## src/design/packbits_unit_decoder_core_defines.svh

```systemverilog
// assertion helpers for the packbits unit decoder
`ifndef PACKBITS_UNIT_DECODER_CORE_DEFINES_SVH
`define PACKBITS_UNIT_DECODER_CORE_DEFINES_SVH

// same-cycle implication, sampled on clock, off during reset
`define PBUD_ASSERT_NOW(label, ante, cons, msg) \
   label: assert property (@(posedge clock) disable iff (reset) (ante) |-> (cons)) \
      else $error(msg);

// next-cycle implication, sampled on clock, off during reset
`define PBUD_ASSERT_NEXT(label, ante, cons, msg) \
   label: assert property (@(posedge clock) disable iff (reset) (ante) |=> (cons)) \
      else $error(msg);

`endif

```

## src/design/pbud_pkg.sv

```systemverilog
package pbud_pkg;

   localparam int unsigned BYTE_W       = 8;
   localparam int unsigned UNIT_W       = 32;
   localparam int unsigned KEPT_BYTES   = UNIT_W / BYTE_W;
   localparam int unsigned COUNT_W      = 8;
   localparam int unsigned CFG_W        = 3;

   localparam logic [BYTE_W-1:0] NOOP_HEADER = 8'd128;
   localparam logic [BYTE_W:0]   REPEAT_BASE = 9'd257;

   typedef struct packed {
      logic [BYTE_W-1:0] code_byte;
      logic              block_last;
   } req_word_type;

   typedef struct packed {
      logic [UNIT_W-1:0]  unit_value;
      logic [COUNT_W-1:0] repeat_count;
      logic               decode_error;
      logic               block_end;
   } rsp_word_type;

endpackage

```

## src/design/pbud_channels.sv

```systemverilog
interface pbud_req_if;
   logic                  valid;
   logic                  ready;
   pbud_pkg::req_word_type word;

   modport source (output valid, output word, input ready);
   modport sink   (input valid, input word, output ready);
endinterface

interface pbud_rsp_if;
   logic                  valid;
   logic                  ready;
   pbud_pkg::rsp_word_type word;

   modport source (output valid, output word, input ready);
   modport sink   (input valid, input word, output ready);
endinterface

interface pbud_csr_if;
   logic                          valid;
   logic                          ready;
   logic [pbud_pkg::CFG_W-1:0]    unit_bytes;

   modport source (output valid, output unit_bytes, input ready);
   modport sink   (input valid, input unit_bytes, output ready);
endinterface

```

## src/design/packbits_unit_decoder_core.sv

```systemverilog
// PackBits decoder over data units of 1 to MAX_UNIT_BYTES bytes (unit_bytes register,
// 0 acts as 1, larger values clamp). One compressed byte is taken per cycle while no result
// is held waiting on rsp, and its result is registered; a result waiting on rsp does not
// block the next byte as long as rsp_ready is high, the single output register being the
// only buffering. A literal header n (0..127) brings n+1 units, each reported with repeat
// count 1; a header h above 128 brings one unit reported with count 257-h; header 128 is
// skipped. A byte marked block_last always yields a result with block_end set, and
// decode_error set when the block stopped inside a run; only the first four bytes of a
// unit are kept in unit_value. Write unit_bytes only while the decoder is idle.
`include "packbits_unit_decoder_core_defines.svh"

module packbits_unit_decoder_core #(
   parameter int unsigned MAX_UNIT_BYTES = 4
) (
   input  logic       clock,
   input  logic       reset,
   pbud_req_if.sink   req_chan,
   pbud_rsp_if.source rsp_chan,
   pbud_csr_if.sink   csr_chan
);

   localparam int unsigned POS_W = (MAX_UNIT_BYTES > 1) ? $clog2(MAX_UNIT_BYTES) : 1;
   localparam logic [3:0]  MAX_SIZE = 4'(MAX_UNIT_BYTES);

   localparam logic [1:0] PH_HEADER  = 2'd0;
   localparam logic [1:0] PH_LITERAL = 2'd1;
   localparam logic [1:0] PH_REPEAT  = 2'd2;

   logic [pbud_pkg::CFG_W-1:0]   unit_bytes_ff, unit_bytes_in;
   logic [1:0]                   phase_ff, phase_in;
   logic [pbud_pkg::COUNT_W-1:0] units_ff, units_in;
   logic [pbud_pkg::COUNT_W-1:0] run_ff, run_in;
   logic [POS_W-1:0]             byte_pos_ff, byte_pos_in;
   logic [pbud_pkg::UNIT_W-1:0]  assembly_ff, assembly_in;
   logic                         rsp_valid_ff, rsp_valid_in;
   pbud_pkg::rsp_word_type       rsp_word_ff, rsp_word_in;

   logic                         req_accept;
   logic [3:0]                   size_eff;
   logic [3:0]                   pos_inc;
   logic                         unit_done;
   logic [pbud_pkg::UNIT_W-1:0]  assembled;
   logic [pbud_pkg::BYTE_W-1:0]  code_byte;
   logic                         emit;
   logic [pbud_pkg::COUNT_W-1:0] units_dec;

   assign req_chan.ready = !rsp_valid_ff || rsp_chan.ready;
   assign req_accept     = req_chan.valid && req_chan.ready;
   assign csr_chan.ready = 1'b1;
   assign rsp_chan.valid = rsp_valid_ff;
   assign rsp_chan.word  = rsp_word_ff;
   assign code_byte      = req_chan.word.code_byte;

   always_comb begin
      unit_bytes_in = unit_bytes_ff;
      if (csr_chan.valid) begin
         unit_bytes_in = csr_chan.unit_bytes;
      end
   end

   // effective unit size and byte lane merge
   always_comb begin
      if (unit_bytes_ff == '0) begin
         size_eff = 4'd1;
      end else if (4'(unit_bytes_ff) > MAX_SIZE) begin
         size_eff = MAX_SIZE;
      end else begin
         size_eff = 4'(unit_bytes_ff);
      end
      pos_inc   = 4'(byte_pos_ff) + 4'd1;
      unit_done = (pos_inc >= size_eff);
      assembled = assembly_ff;
      for (int k = 0; k < pbud_pkg::KEPT_BYTES; k++) begin
         if (4'(byte_pos_ff) == 4'(k)) begin
            assembled[8*k +: 8] = assembly_ff[8*k +: 8] | code_byte;
         end
      end
   end

   always_comb begin
      phase_in     = phase_ff;
      units_in     = units_ff;
      run_in       = run_ff;
      byte_pos_in  = byte_pos_ff;
      assembly_in  = assembly_ff;
      rsp_word_in  = rsp_word_ff;
      rsp_valid_in = rsp_valid_ff && !rsp_chan.ready;
      emit         = 1'b0;
      units_dec    = (units_ff != '0) ? units_ff - 8'd1 : units_ff;

      if (req_accept) begin
         rsp_word_in = '0;
         unique case (phase_ff) inside
            PH_HEADER: begin
               if (!code_byte[7]) begin
                  phase_in    = PH_LITERAL;
                  units_in    = code_byte + 8'd1;
                  byte_pos_in = '0;
                  assembly_in = '0;
               end else if (code_byte != pbud_pkg::NOOP_HEADER) begin
                  phase_in    = PH_REPEAT;
                  run_in      = 8'(pbud_pkg::REPEAT_BASE - {1'b0, code_byte});
                  byte_pos_in = '0;
                  assembly_in = '0;
               end
            end
            PH_LITERAL, PH_REPEAT: begin
               if (unit_done) begin
                  emit                   = 1'b1;
                  rsp_word_in.unit_value = assembled;
                  assembly_in            = '0;
                  byte_pos_in            = '0;
                  if (phase_ff == PH_LITERAL) begin
                     rsp_word_in.repeat_count = 8'd1;
                     units_in                 = units_dec;
                     if (units_dec == '0) begin
                        phase_in = PH_HEADER;
                     end
                  end else begin
                     rsp_word_in.repeat_count = run_ff;
                     run_in                   = '0;
                     phase_in                 = PH_HEADER;
                  end
               end else begin
                  byte_pos_in = POS_W'(pos_inc);
                  assembly_in = assembled;
               end
            end
            default: begin
               phase_in = PH_HEADER;
            end
         endcase

         if (req_chan.word.block_last) begin
            rsp_word_in.decode_error = (phase_in != PH_HEADER);
            rsp_word_in.block_end    = 1'b1;
            phase_in                 = PH_HEADER;
            units_in                 = '0;
            run_in                   = '0;
            byte_pos_in              = '0;
            assembly_in              = '0;
         end

         if (emit || req_chan.word.block_last) begin
            rsp_valid_in = 1'b1;
         end else begin
            rsp_word_in = rsp_word_ff;
         end
      end
   end

   always_ff @(posedge clock) begin
      if (reset) begin
         unit_bytes_ff <= 3'd1;
         phase_ff      <= PH_HEADER;
         units_ff      <= '0;
         run_ff        <= '0;
         byte_pos_ff   <= '0;
         assembly_ff   <= '0;
         rsp_valid_ff  <= 1'b0;
      end else begin
         unit_bytes_ff <= unit_bytes_in;
         phase_ff      <= phase_in;
         units_ff      <= units_in;
         run_ff        <= run_in;
         byte_pos_ff   <= byte_pos_in;
         assembly_ff   <= assembly_in;
         rsp_valid_ff  <= rsp_valid_in;
      end
   end

   always_ff @(posedge clock) begin
      rsp_word_ff <= rsp_word_in;
   end

   `PBUD_ASSERT_NOW(a_empty_unit_zero, rsp_valid_ff && rsp_word_ff.repeat_count == 8'd0, rsp_word_ff.unit_value == '0, "unit value set without a unit")
   `PBUD_ASSERT_NOW(a_error_on_end, rsp_valid_ff && rsp_word_ff.decode_error, rsp_word_ff.block_end, "decode error outside block end")
   `PBUD_ASSERT_NOW(a_literal_pending, phase_ff == PH_LITERAL, units_ff != '0, "literal run with no units left")
   `PBUD_ASSERT_NEXT(a_block_clears, req_accept && req_chan.word.block_last, phase_ff == PH_HEADER && byte_pos_ff == '0 && assembly_ff == '0, "run state kept past block end")

endmodule

```

## src/flat_wrapper.sv

```systemverilog
// flat-port wrapper written by rule: the top's interface ports become plain ports
module packbits_unit_decoder_core_flat 
#(
   parameter int unsigned MAX_UNIT_BYTES = 4
)
  (clock, reset, req_chan_valid, req_chan_word, req_chan_ready, rsp_chan_valid, rsp_chan_word, rsp_chan_ready, csr_chan_valid, csr_chan_unit_bytes, csr_chan_ready);
  pbud_req_if req_chan_i ();
  pbud_rsp_if rsp_chan_i ();
  pbud_csr_if csr_chan_i ();
  input  logic clock;
  input  logic reset;
  input wire logic [$bits(req_chan_i.valid)-1:0] req_chan_valid;
  input wire logic [$bits(req_chan_i.word)-1:0] req_chan_word;
  output wire logic [$bits(req_chan_i.ready)-1:0] req_chan_ready;
  output wire logic [$bits(rsp_chan_i.valid)-1:0] rsp_chan_valid;
  output wire logic [$bits(rsp_chan_i.word)-1:0] rsp_chan_word;
  input wire logic [$bits(rsp_chan_i.ready)-1:0] rsp_chan_ready;
  input wire logic [$bits(csr_chan_i.valid)-1:0] csr_chan_valid;
  input wire logic [$bits(csr_chan_i.unit_bytes)-1:0] csr_chan_unit_bytes;
  output wire logic [$bits(csr_chan_i.ready)-1:0] csr_chan_ready;
  assign req_chan_i.valid = req_chan_valid;
  assign req_chan_i.word = req_chan_word;
  assign req_chan_ready = req_chan_i.ready;
  assign rsp_chan_valid = rsp_chan_i.valid;
  assign rsp_chan_word = rsp_chan_i.word;
  assign rsp_chan_i.ready = rsp_chan_ready;
  assign csr_chan_i.valid = csr_chan_valid;
  assign csr_chan_i.unit_bytes = csr_chan_unit_bytes;
  assign csr_chan_ready = csr_chan_i.ready;
  packbits_unit_decoder_core #(.MAX_UNIT_BYTES(MAX_UNIT_BYTES)) u_core (.clock(clock), .reset(reset), .req_chan(req_chan_i), .rsp_chan(rsp_chan_i), .csr_chan(csr_chan_i));
endmodule
```

## config.mk

```make
export PLATFORM = sky130hd
export DESIGN_NAME = packbits_unit_decoder_core_flat
export DESIGN_NICKNAME = d
export VERILOG_FILES = /design/src/design/pbud_pkg.sv /design/src/design/pbud_channels.sv /design/src/design/packbits_unit_decoder_core.sv /design/src/flat_wrapper.sv
export VERILOG_INCLUDE_DIRS = /design/src /design/src/design
export SDC_FILE = /design/constraint.sdc
export NUM_CORES = 1
export LEC_CHECK = 0
export BUFFER_PORTS_ARGS = -buffer_cell sky130_fd_sc_hd__buf_4
export CAP_MARGIN = 10
export CORE_MARGIN = 4
export CORE_UTILIZATION = 45
export CTS_CLUSTER_DIAMETER = 30
export DETAILED_ROUTE_END_ITERATION = 12
export PLACE_DENSITY = 0.66
export RECOVER_POWER = 50
export SYNTH_ARGS = -nofsm -noshare
export SYNTH_HDL_FRONTEND = slang
export SYNTH_SLANG_ARGS = --single-unit
```

## constraint.sdc

```tcl
create_clock -name clock -period 3 [get_ports clock]
set_input_delay 0.45 -clock clock [delete_from_list [all_inputs] [get_ports clock]]
set_output_delay 0.45 -clock clock [all_outputs]
set_load 0.005 [all_outputs]
```

======== After elaboration in Yosys (flattened, before gate mapping) ========
Cells that the tools add are included.
word-level totals
  register bits after elaboration ......... 98
  bits in latches ......................... 0
  bits in writable memories ............... 0
  ROM bits ................................ 0
  bits of input ports ..................... 17
  output and inout port bits .............. 45
  logic and storage cells ................. 100
  memories kept ........................... 0
cells by class
  add/subtract/negate cells ............... 4
  $mul .................................... 0
  div/mod/pow operators ................... 0
  $lt $le $gt $ge ......................... 2
  equality and inequality tests ........... 13
  shift operators ......................... 0
  mux-type cells .......................... 43
  bitwise gates (word level) .............. 6
  reductions and logical operators ........ 20
operators by type and width
  cell                   number
  $mux W32               4
  $mux W8                14
  $pmux W32 S2           1
  $or A8 B8 Y8           4
  $pmux W8 S2            2
  $mux W2                11
  $ne A3 B3 Y1 const B   4
  $add A8 B1 Y8 const B  1
  $logic_not A8 Y1       1
  $ne A8 B8 Y1 const B   1
  $pmux W2 S2            2
  $reduce_bool A8 Y1     1
  $sub A1 B8 Y8 const A  1
  $sub A8 B1 Y8 const B  1
  $mux W1                7
  $eq A2 B2 Y1 const B   3
  $ne A3 B2 Y1 const B   2
  $reduce_and A6 Y1      1
  $reduce_and A5 Y1      1
  $eq A2 B1 Y1 const B   2
  $ge A4 B4 Y1           1
  $logic_not A2 Y1       2
  $mux W4                1
  $ne A4 B4 Y1 const B   1
  14 further kinds       19

======== Longest topological paths before layout ========
Gate-level depths: netlist of run 1.
  depth after elaboration ................. 10
  mapped depth ............................ 10
  gate-level depth less buffers ........... 9

======== Least setup slack after synthesis of run 1 ========
Ideal clock, no wire load.
  kind .................................... register to register
  from .................................... register u_core.byte_pos_ff[0]
  to ...................................... register u_core.rsp_word_ff, in the netlist u_core.rsp_chan.word[0], enable pin
  library setup time ...................... 396 ps
  data arrival time ....................... 2493 ps
  data required time ...................... 2604 ps
  setup slack ............................. 111 ps
  stages on the path, launching flop included .. 9
  path buffers ............................ 0
  clock period less this slack ............ 2889 ps
  cell sequence ........................... dfxtp_1 > inv_1 > ha_1 > ha_1 > a21o_1 > a21o_1 > nand2_1 > a21o_1 > inv_1
between the ends
  cells in the longest elaborated chain, start to end .. 7
RTL lines
  item                                line                               source
  start, declared                     packbits_unit_decoder_core.sv:33   logic [POS_W-1:0] byte_pos_ff, byte_pos_in;
  start signal, assigned              packbits_unit_decoder_core.sv:166  byte_pos_ff <= byte_pos_in;
  $add A2 B1 Y3                       packbits_unit_decoder_core.sv:70   pos_inc = 4'(byte_pos_ff) + 4'd1;
  $ge A4 B4 Y1                        packbits_unit_decoder_core.sv:71   unit_done = (pos_inc >= size_eff);
  $mux W1                             packbits_unit_decoder_core.sv:108  if (unit_done) begin
  $mux W1                             packbits_unit_decoder_core.sv:93   unique case (phase_ff) inside
  $mux W1                             packbits_unit_decoder_core.sv:91   if (req_accept) begin
  $logic_or A1 B1 Y1                  packbits_unit_decoder_core.sv:144  if (emit || req_chan.word.block_last) begin
  $reduce_and A2 Y1 (no source line)  --
  end signal, assigned                packbits_unit_decoder_core.sv:173  rsp_word_ff <= rsp_word_in;
  end, declared                       packbits_unit_decoder_core.sv:36   pbud_pkg::rsp_word_type rsp_word_ff, rsp_word_in;
No other way between the ends. The select of a mux whose other input is x is not followed.
A chain may end at the register's enable or synchronous reset.

======== Worst setup path after layout of run 1 ========
  from .................................... register u_core.byte_pos_ff[0]
  to ...................................... register u_core.run_ff[1] (netlist name)
between the ends
  cells in the longest elaborated chain, start to end .. 4
RTL lines
  item                                line                               source
  $add A2 B1 Y3                       packbits_unit_decoder_core.sv:70
  $ge A4 B4 Y1                        packbits_unit_decoder_core.sv:71
  $ne A3 B2 Y1 (no source line)       --
  $reduce_and A6 Y1 (no source line)  --
  end signal, assigned                packbits_unit_decoder_core.sv:165  run_ff <= run_in;
  end, declared                       packbits_unit_decoder_core.sv:32   logic [pbud_pkg::COUNT_W-1:0] run_ff, run_in;
No other way between the ends.

==> results by group, run 1 <==
Status
  – Status: completed

CTS
  – Clk sinks: 98
  – Root Driver: clkbuf_8
  – H-tree levels: 3
  – CTS Hold Bufs: 0
  – Clk slew on worst S/H paths: 0.09 ns
  – Total CTS buffers: 9
  – Max Buffers Root-to-Sink: 2
  – CTS tree: done
  – Post-CTS setup buffers: 0
  – Resized cells post-CTS: 0
  – Worst skew pair latency: 0.37 ns

Timing
  – Tightest Pin Transition: 0.885 ns
  – Post-route setup slack: 0.398 ns
  – RSZ-0062 raised after global routing: no
  – Skew final: 0.00957 ns
  – Minimum clock period: 2.60 ns
  – Final Hold Viols: 0
  – Fmax: 384 MHz
  – Slew Viols, Final: 0
  – Setup violators final: 0
  – Fin crit share: 0.867
  – TNS Setup: 0 ns
  – Hold Slack: 0.307 ns
  – Rel. slew slack: 0.410

Floorplanning
  – Die height: 109 um
  – Num rows: 36
  – Die extent in x: 109 um
  – Die area: 11,800 um^2
  – Core area: 9820 um^2
  – Ports: 62
  – Initial Utilization: 0.464

Power
  – Part of the power in combinational logic: 0.146
  – LEAKAGE: 2.05 nW
  – PwrDens: 526 nW/um^2
  – NetSw: 0.773 mW
  – Clock power share: 0.328
  – Flop pwr share: 0.526
  – Switching power share of the total: 0.277
  – Peak VDD IR: 0.000319 V
  – Int Power: 2.02 mW

Setup path
  – Required time worst endpoint: 3.29 ns
  – Critical path launch point type: flop
  – Worst EP arrival: 2.90 ns
  – CP max FO: 8
  – Worst r2r src: u_core.byte_pos_ff[0]$_SDFFE_PP0P_
  – Worst setup EP type: flop
  – Worst Setup SP: u_core.byte_pos_ff[0]$_SDFFE_PP0P_
  – Crit Path Category: reg -> reg

Global route
  – GRT Total Usage: 0.174
  – First-pass GRT wire length: 16,100 um
  – Largest net degree at the start of global routing: 35
  – Number of global-route vias before repair: 3,301
  – GRT overflow: 0
  – Antenna violations before repair: 0

Worst hold path
  – Hold_sp: csr_chan_unit_bytes[0]
  – Min-Delay Path Class: in -> reg

Synthesis
  – Mapped Nets: 515
  – Syn Inst Count: 482
  – Synth Cell Area: 4560 um^2
  – Synth cell types: 51
  – Share of the synthesized area in the top cell type: 0.277
  – Syn avg cell area: 9.46 um^2
  – Asr flop ratio synth: 0
  – Main flop type after synthesis: dfxtp_1
  – Register area share after synthesis: 0.523
  – Top post-synthesis cells by area: edfxtp_1 (28%), dfxtp_1 (25%), a21oi_1 (8.3%)
  – Cell taking the most area after synthesis: edfxtp_1
  – Number of synthesized flops with an enable pin: 42
  – Yosys reg bits: 98
  – Synth warn: 0

Route
  – Vias per cell: 5.27
  – Routed length per instance: 14.9 um
  – Routed via count: 3,527
  – Initial DRC count: 210
  – Post-route antenna net violation count: 0
  – Met2 WL: 4570 um
  – DRT met1 WL: 4680 um
  – Pre-Repair DR Iteration Count: 5
  – Remaining DRCs: 0
  – Final WL: 9980 um
  – Metal3 WL: 593 um
  – Max layer used: met4

Job
  – Max-Cap Viols: 0

Place
  – Final HPWL DP: 6980 um
  – Routability cong.: 0.892
  – Port bufs: 60
  – Place WS: 0.431 ns

Cells and area
  – Commonest non-fill, non-tap cell in the layout: nor2_1
  – Area Overhead vs Synth: 16.6%
  – Layout cells sized above 1: 0.174
  – N_diodes: 0
  – Commonest non-fill, non-tap cells in the layout: nor2_1 (83), a21oi_1 (76), dfxtp_1 (56)
  – Final net count: 564
  – Fill count: 923
## logic make-up (layout without fill, tap and decap cells)
family | Yosys count | in the layout | synth area share
multiplexers | 22 | 22 | 0.0486
other | 1 | 1 | 0.000823
AND/OR/NAND/NOR | 170 | 170 | 0.170
AO/OA/AOI/OAI | 114 | 114 | 0.149
XOR/XNOR | 11 | 11 | 0.0211
adder cells (fa/ha/maj) | 16 | 16 | 0.0439
flip-flops | 98 | 98 | 0.523
buffers and inverters | 50 | 104 | 0.0445
## final timing paths
path                                          end  slack [ns]  depth (start not counted)
min reg2reg         u_core.run_ff[5]$_SDFFE_PP0P_        0.46                          2
min          u_core.unit_bytes_ff[0]$_SDFFE_PP1P_        0.31                          3
max reg2reg         u_core.run_ff[1]$_SDFFE_PP0P_        0.40                          8
max                 u_core.run_ff[1]$_SDFFE_PP0P_        0.40                          8
## synth_stat cells (all sizes together), types with 4 or more instances
cell type / instances
o211ai: 5
nand3: 6
xnor2: 8
ha: 16
nand2: 43
mux2i: 21
nand2b: 4
a21oi: 76
and2: 13
dfxtp: 56
o21ai: 11
nor3: 4
edfxtp: 42
clkbuf: 25
inv: 19
buf: 5
nor2: 83
## final cells by class
class,count,area [um^2],share of cell area
Clock buffer,9,124,0.0233
Clock inverter,7,93.8,0.0177
Inverter,20,75.1,0.0141
Multi-Input combinational cell,334,1980,0.372
Sequential cell,98,2380,0.448
Tap cell,133,166,0.0313
Timing Repair Buffer,68,497,0.0935
## critical path, stage by stage, from the launching register on
cell	delay, ns
dfxtp_1	0.42
inv_1	0.10
ha_1	0.33
ha_1	0.30
a21o_1	0.18
a2111oi_2	0.58
a211oi_1	0.20
o21ai_4	0.20
mux2i_1	0.23
## through the flow
| step | total power, mW | instance area (um^2) | instances | util |
|---|---|---|---|---|
| final | 2.79 | 5320 | 669 | 0.541 |
| after global routing | 2.92 | 5320 | 669 | 0.541 |
| after CTS | 2.82 | 5330 | 669 | 0.543 |
| after detailed placement | 1.91 | 5110 | 653 | 0.521 |
| after global placement | 1.91 | 5110 | 653 | 0.521 |
| after floorplan | 1.77 | 4560 | 482 | - |
## state kept, by name, summed over array words and instances, names as in the netlist
name,count
u_core.run_ff,8
u_core.rsp_chan.valid,1
u_core.rsp_chan.word,42
u_core.phase_ff,2
u_core.unit_bytes_ff,3
u_core.byte_pos_ff,2
u_core.assembly_ff,32
u_core.units_ff,8
## power groups by stage
stage | Clock (mW) | Combinational, mW | Sequential, mW
floorplan | 0 | 0.271 | 1.50
global placement | 0 | 0.408 | 1.50
detailed placement | 0 | 0.414 | 1.50
CTS | 0.937 | 0.415 | 1.47
global route | 0.993 | 0.451 | 1.48
finish | 0.916 | 0.408 | 1.47
## per-layer routing
metal  track usage  up-vias
met2         0.279      126
met5             0        -
met1         0.239     1623
met4        0.0550        0
met3        0.0308       12
li1              -     1766
Note: power is estimated with default switching activity, not from simulation.
==> run 2: changes to the inputs <==
--- a/config.mk
+++ b/config.mk
@@ -8,11 +8,13 @@
 export LEC_CHECK = 0
 export BUFFER_PORTS_ARGS = -buffer_cell sky130_fd_sc_hd__buf_4
 export CAP_MARGIN = 10
+export CELL_PAD_IN_SITES_DETAIL_PLACEMENT = 0
+export CELL_PAD_IN_SITES_GLOBAL_PLACEMENT = 1
 export CORE_MARGIN = 4
-export CORE_UTILIZATION = 45
+export CORE_UTILIZATION = 40
 export CTS_CLUSTER_DIAMETER = 30
 export DETAILED_ROUTE_END_ITERATION = 12
-export PLACE_DENSITY = 0.66
+export PLACE_DENSITY = 0.75
 export RECOVER_POWER = 50
 export SYNTH_ARGS = -nofsm -noshare
 export SYNTH_HDL_FRONTEND = slang
==> run 2 against run 1 <==
Total power increased by 6.8%. Via count is essentially flat. Utilization shrank 5.0 points. Largest power group unchanged. Fmax down 4.0%. Design area increased by 1.5%. Global-route usage shrank 0.43 points. Sequential power is essentially flat. First-iteration DRC count grew 0.95%. Sequential cell count unchanged. Worst hold slack better by 0.032 ns.
==> results by group, run 2 (synthesized netlist as in run 1, its figures left out) <==
CTS
  – Worst skew pair latency: 0.34 ns
  – Max Buffers Root-to-Sink: 2
  – H-tree levels: 3
  – Post-CTS setup buffers: 0
  – Root Driver: clkbuf_16
  – CTS tree: done
  – Clk sinks: 98
  – Clk slew on worst S/H paths: 0.07 ns
  – Total CTS buffers: 9
  – CTS Hold Bufs: 0
  – Resized cells post-CTS: 0

Floorplanning
  – Core area: 11,000 um^2
  – Die extent in x: 115 um
  – Num rows: 38
  – Ports: 62
  – Die area: 13,200 um^2
  – Initial Utilization: 0.415
  – Die height: 115 um

Route
  – Routed via count: 3,528
  – Routed length per instance: 15.8 um
  – Pre-Repair DR Iteration Count: 4
  – Max layer used: met4
  – Remaining DRCs: 0
  – Met2 WL: 4920 um
  – Vias per cell: 5.22
  – Metal3 WL: 557 um
  – Initial DRC count: 212
  – Final WL: 10,700 um
  – DRT met1 WL: 5050 um
  – Post-route antenna net violation count: 0

Power
  – Peak VDD IR: 0.000274 V
  – LEAKAGE: 2.08 nW
  – Pwr Total: 2.98 mW
  – PwrDens: 553 nW/um^2

Setup path
  – Slowest CP cell: clkbuf_2
  – Worst EP arrival: 2.77 ns
  – CP max FO: 33
  – CP max stage delay: 0.58 ns
  – Worst r2r src: u_core.byte_pos_ff[0]$_SDFFE_PP0P_
  – Worst setup EP type: flop
  – Reg2Reg Capture Point: u_core.rsp_chan.word[31]$_SDFFCE_PN0P_
  – Critical path launch point type: flop
  – Crit Path Category: reg -> reg
  – R2R depth: 8
  – Reg2reg setup slack: 0.29 ns
  – Cells along the critical path: inv_1, ha_1, ha_1, a21o_1, a21o_1, nand2_1, clkbuf_2, nor2_1
  – Required time worst endpoint: 3.06 ns

Cells and area
  – N_diodes: 0
  – Layout cells sized above 1: 0.168
  – Commonest non-fill, non-tap cell in the layout: nor2_1
  – Final net count: 564
  – FF+latch area: 2380 um^2
  – Multi-input logic area: 1980 um^2
  – Max reg flops: 42
  – Area Overhead vs Synth: 18.3%
  – Commonest non-fill, non-tap cells in the layout: nor2_1 (83), a21oi_1 (76), dfxtp_1 (56)
  – Fill count: 1,041

Timing
  – Fmax: 369 MHz
  – Rel. slew slack: 0.432
  – TNS Setup: 0 ns
  – Skew final: 0.0106 ns
  – RSZ-0062 raised after global routing: no
  – Slew Viols, Final: 0
  – Fin crit share: 0.903
  – Final Hold Viols: 0
  – Minimum clock period: 2.71 ns
  – Tightest Pin Transition: 0.852 ns
  – Setup violators final: 0

Place
  – Final HPWL DP: 7320 um
  – Port bufs: 60
  – Routability cong.: 0.852

Global route
  – Largest net degree at the start of global routing: 42
  – Number of global-route vias before repair: 3,435
  – Antenna violations before repair: 0
  – First-pass GRT wire length: 17,600 um
  – GRT Total Usage: 0.169
  – GRT overflow: 0

Job
  – Max-Cap Viols: 0

Worst hold path
  – Min-Delay Endpoint: u_core.unit_bytes_ff[0]$_SDFFE_PP1P_
  – Hold_sp: csr_chan_unit_bytes[0]
  – Worst hold stages: 3
  – Min-Delay Path Class: in -> reg

Status
  – Status: completed
==> run 2: cell count changes in the layout (fill, tap and decap cells not counted), moves of 2 or more <==
cell       previous run  this run
and2_0                0         4
and2_1               13         9
clkbuf_1              2         6
clkbuf_16             0         9
clkbuf_8              9         1
inv_8                 2         0
==> run 2: metal layers <==
layer,GRT usage,up-vias
met5,0,-
met1,0.239,1677
met4,0.0548,0
li1,-,1757
met3,0.0342,10
met2,0.262,84
==> run 2: area by class of cell <==
type	instances	share of cell area
Inverter	20	0.0139
Clock inverter	4	0.00603
Timing Repair Buffer	68	0.0937
Multi-Input combinational cell	334	0.367
Tap cell	140	0.0325
Clock buffer	12	0.0457
Sequential cell	98	0.442
==> run 2: where the power goes <==
part / total, mW / switching (mW) / leakage [nW] / internal (mW)
Combinational: 0.416 / 0.245 / 1.08 / 0.171
Clock: 1.10 / 0.504 / 0.138 / 0.594
Sequential: 1.47 / 0.0278 / 0.861 / 1.44
==> run 2: stage by stage <==
stage | cell area [um^2] | cells | setup slack, ns | utilization | hold slack (ns)
after floorplan | 4560 | 482 | 0.111 | - | 0.433
after global placement | 5130 | 660 | 0.496 | 0.467 | 0.445
after detailed placement | 5130 | 660 | 0.418 | 0.467 | 0.451
after CTS | 5410 | 676 | 0.394 | 0.493 | 0.332
after global routing | 5390 | 676 | 0.138 | 0.491 | 0.348
final | 5390 | 676 | 0.290 | 0.491 | 0.339
==> run 2: how the worst max path moves through the flow <==
stage	startpoint	to	slack (ns)	cells past startpoint
after floorplan	u_core.byte_pos_ff[0]$_SDFFE_PP0P_	u_core.rsp_chan.word[0]$_DFFE_PP_	0.11	8
after global placement	u_core.byte_pos_ff[0]$_SDFFE_PP0P_	u_core.run_ff[2]$_SDFFE_PP0P_	0.50	8
after detailed placement	u_core.byte_pos_ff[0]$_SDFFE_PP0P_	u_core.run_ff[1]$_SDFFE_PP0P_	0.42	8
after CTS	u_core.byte_pos_ff[0]$_SDFFE_PP0P_	u_core.run_ff[5]$_SDFFE_PP0P_	0.39	8
after global routing	u_core.byte_pos_ff[0]$_SDFFE_PP0P_	u_core.rsp_chan.word[30]$_SDFFCE_PN0P_	0.14	8
final	u_core.byte_pos_ff[0]$_SDFFE_PP0P_	u_core.rsp_chan.word[31]$_SDFFCE_PN0P_	0.29	8
==> run 2: worst max-delay path, delay by kind of cell, from the launching register on <==
kind	cells	cell delay, ns
adder cells (fa/ha/maj)	2	0.62
AND/OR/NAND/NOR	2	0.29
buffers and inverters	2	0.69
flip-flops	1	0.41
AO/OA/AOI/OAI	2	0.40
==> run 3: changes to the inputs <==
==> constraint.sdc (replaced) <==
create_clock -name clock -period 3 [get_ports clock]
set_input_delay 0.45 -clock clock [delete_from_list [all_inputs] [get_ports clock]]
set_output_delay 0.45 -clock clock [all_outputs]
set_load 0.02 [all_outputs]
==> run 3 against run 2 <==
Worst hold slack got worse by 0.0035 ns. Global-route usage is the same. First-iteration DRC count shrank 3.3%. Clock skew rose by 0.00054 ns. Sequential power hardly changed. Total power increased by 0.50%. Largest cell class unchanged. Largest power group unchanged. Critical path depth unchanged. Sequential share of layout area up 1.3 points. Highest routed layer unchanged. Cell count stayed put.
==> results by group, run 3 (synthesized netlist as in run 1, its figures left out) <==
Status
  – Status: completed

Floorplanning
  – Ports: 62
  – Die extent in x: 115 um
  – Core area: 11,000 um^2
  – Initial Utilization: 0.415
  – Die area: 13,200 um^2
  – Die height: 115 um
  – Num rows: 38

Setup path
  – Required time worst endpoint: 3.06 ns
  – CP max FO: 33
  – Worst r2r src: u_core.byte_pos_ff[0]$_SDFFE_PP0P_
  – Worst EP arrival: 2.75 ns
  – Critical path launch point type: flop
  – Crit Path Category: reg -> reg
  – R2R depth: 8
  – Worst setup EP type: flop
  – Reg2Reg Capture Point: u_core.rsp_chan.word[31]$_SDFFCE_PN0P_
  – Reg2reg setup slack: 0.31 ns

Route
  – Remaining DRCs: 0
  – Routed length per instance: 15.8 um
  – Routed via count: 3,548
  – Vias per cell: 5.25
  – Initial DRC count: 205
  – Final WL: 10,700 um
  – Pre-Repair DR Iteration Count: 5
  – Post-route antenna net violation count: 0

Place
  – Port bufs: 60
  – Placed Instances: 660
  – Routability cong.: 0.852
  – Final HPWL DP: 7320 um

Global route
  – GRT Total Usage: 0.169
  – Grt met3 use: 0.0342
  – GRT overflow: 0
  – Largest net degree at the start of global routing: 42
  – Routing usage on met2: 0.262
  – Antenna violations before repair: 0
  – Number of global-route vias before repair: 3,435
  – Met1 Use GR: 0.239
  – Layer with the highest usage: met2
  – First-pass GRT wire length: 17,600 um

Timing
  – Slew Viols, Final: 0
  – Setup violators final: 0
  – Final Hold Viols: 0
  – Tightest Pin Transition: 0.877 ns
  – Skew final: 0.0112 ns
  – Rel. slew slack: 0.415
  – TNS Setup: 0 ns
  – Fmax: 371 MHz
  – Fin crit share: 0.898
  – Minimum clock period: 2.69 ns
  – RSZ-0062 raised after global routing: no

CTS
  – Root Driver: clkbuf_16
  – H-tree levels: 3
  – Post-CTS setup buffers: 0
  – Resized cells post-CTS: 0
  – CTS Hold Bufs: 0
  – CTS tree: done
  – Worst skew pair latency: 0.35 ns
  – Max Buffers Root-to-Sink: 2
  – Clk sinks: 98
  – Total CTS buffers: 9
  – Clk slew on worst S/H paths: 0.07 ns

Power
  – LEAKAGE: 1.93 nW
  – PwrDens: 573 nW/um^2
  – Pwr Total: 3.00 mW
  – Peak VDD IR: 0.000275 V

Cells and area
  – Commonest non-fill, non-tap cells in the layout: nor2_1 (83), a21oi_1 (76), dfxtp_1 (56)
  – Commonest non-fill, non-tap cell in the layout: nor2_1
  – Max reg flops: 42
  – N_diodes: 0
  – Layout cells sized above 1: 0.0896
  – Final net count: 564
  – Non-Filler Instances: 676
  – Area Overhead vs Synth: 14.9%

Worst hold path
  – Min-Delay Path Class: in -> reg
  – Worst hold stages: 3
  – Min-Delay Endpoint: u_core.unit_bytes_ff[0]$_SDFFE_PP1P_
  – Hold_sp: csr_chan_unit_bytes[0]

Job
  – Max-Cap Viols: 0
==> run 3: cell types whose count changed in the layout (fill, tap and decap cells not counted) <==
cell,change
clkbuf_1,+42
clkbuf_4,-42
==> run 3: critical path, stage by stage, from the launching register on <==
cell and delay (ns):
dfxtp_1 0.41, inv_1 0.11, ha_1 0.33, ha_1 0.29
a21o_1 0.18, a21o_1 0.22, nand2_1 0.12, clkbuf_2 0.57
nor2_1 0.16
==> run 3: worst max-delay path by stage <==
stage | start | endpoint | slack (ns) | depth (start not counted)
after floorplan | u_core.byte_pos_ff[0]$_SDFFE_PP0P_ | u_core.rsp_chan.word[0]$_DFFE_PP_ | 0.11 | 8
after global placement | u_core.byte_pos_ff[0]$_SDFFE_PP0P_ | u_core.run_ff[2]$_SDFFE_PP0P_ | 0.50 | 8
after detailed placement | u_core.byte_pos_ff[0]$_SDFFE_PP0P_ | u_core.run_ff[1]$_SDFFE_PP0P_ | 0.42 | 8
after CTS | u_core.byte_pos_ff[0]$_SDFFE_PP0P_ | u_core.run_ff[5]$_SDFFE_PP0P_ | 0.39 | 8
after global routing | u_core.byte_pos_ff[0]$_SDFFE_PP0P_ | u_core.rsp_chan.word[30]$_SDFFCE_PN0P_ | 0.14 | 8
final | u_core.byte_pos_ff[0]$_SDFFE_PP0P_ | u_core.rsp_chan.word[31]$_SDFFCE_PN0P_ | 0.31 | 8
==> run 3: through the flow <==
stage	hold WS (ns)	utilization	worst slack [ns]	area (um^2)
after floorplan	0.433	-	0.111	4560
after global placement	0.445	0.467	0.496	5130
after detailed placement	0.451	0.467	0.418	5130
after CTS	0.332	0.493	0.394	5410
after global routing	0.348	0.477	0.138	5240
final	0.335	0.477	0.307	5240
==> run 3: layout make-up <==
| class | count | area (um^2) |
|---|---|---|
| Sequential cell | 98 | 2380 |
| Inverter | 20 | 75.1 |
| Clock inverter | 4 | 32.5 |
| Fill cell | 1077 | 5750 |
| Multi-Input combinational cell | 334 | 1980 |
| Timing Repair Buffer | 68 | 348 |
| Tap cell | 140 | 175 |
| Clock buffer | 12 | 246 |
==> run 3: metal layers <==
metal	wire length, um	vias up
li1	-	1764
met1	5050	1691
met2	4880	82
met3	609	11
met4	144	0
met5	0	-
==> run 3: report_power, final <==
group          leakage (nW)  internal (mW)  switching [mW]
clock network         0.138          0.594           0.504
registers             0.861           1.44          0.0280
logic                 0.933          0.152           0.279
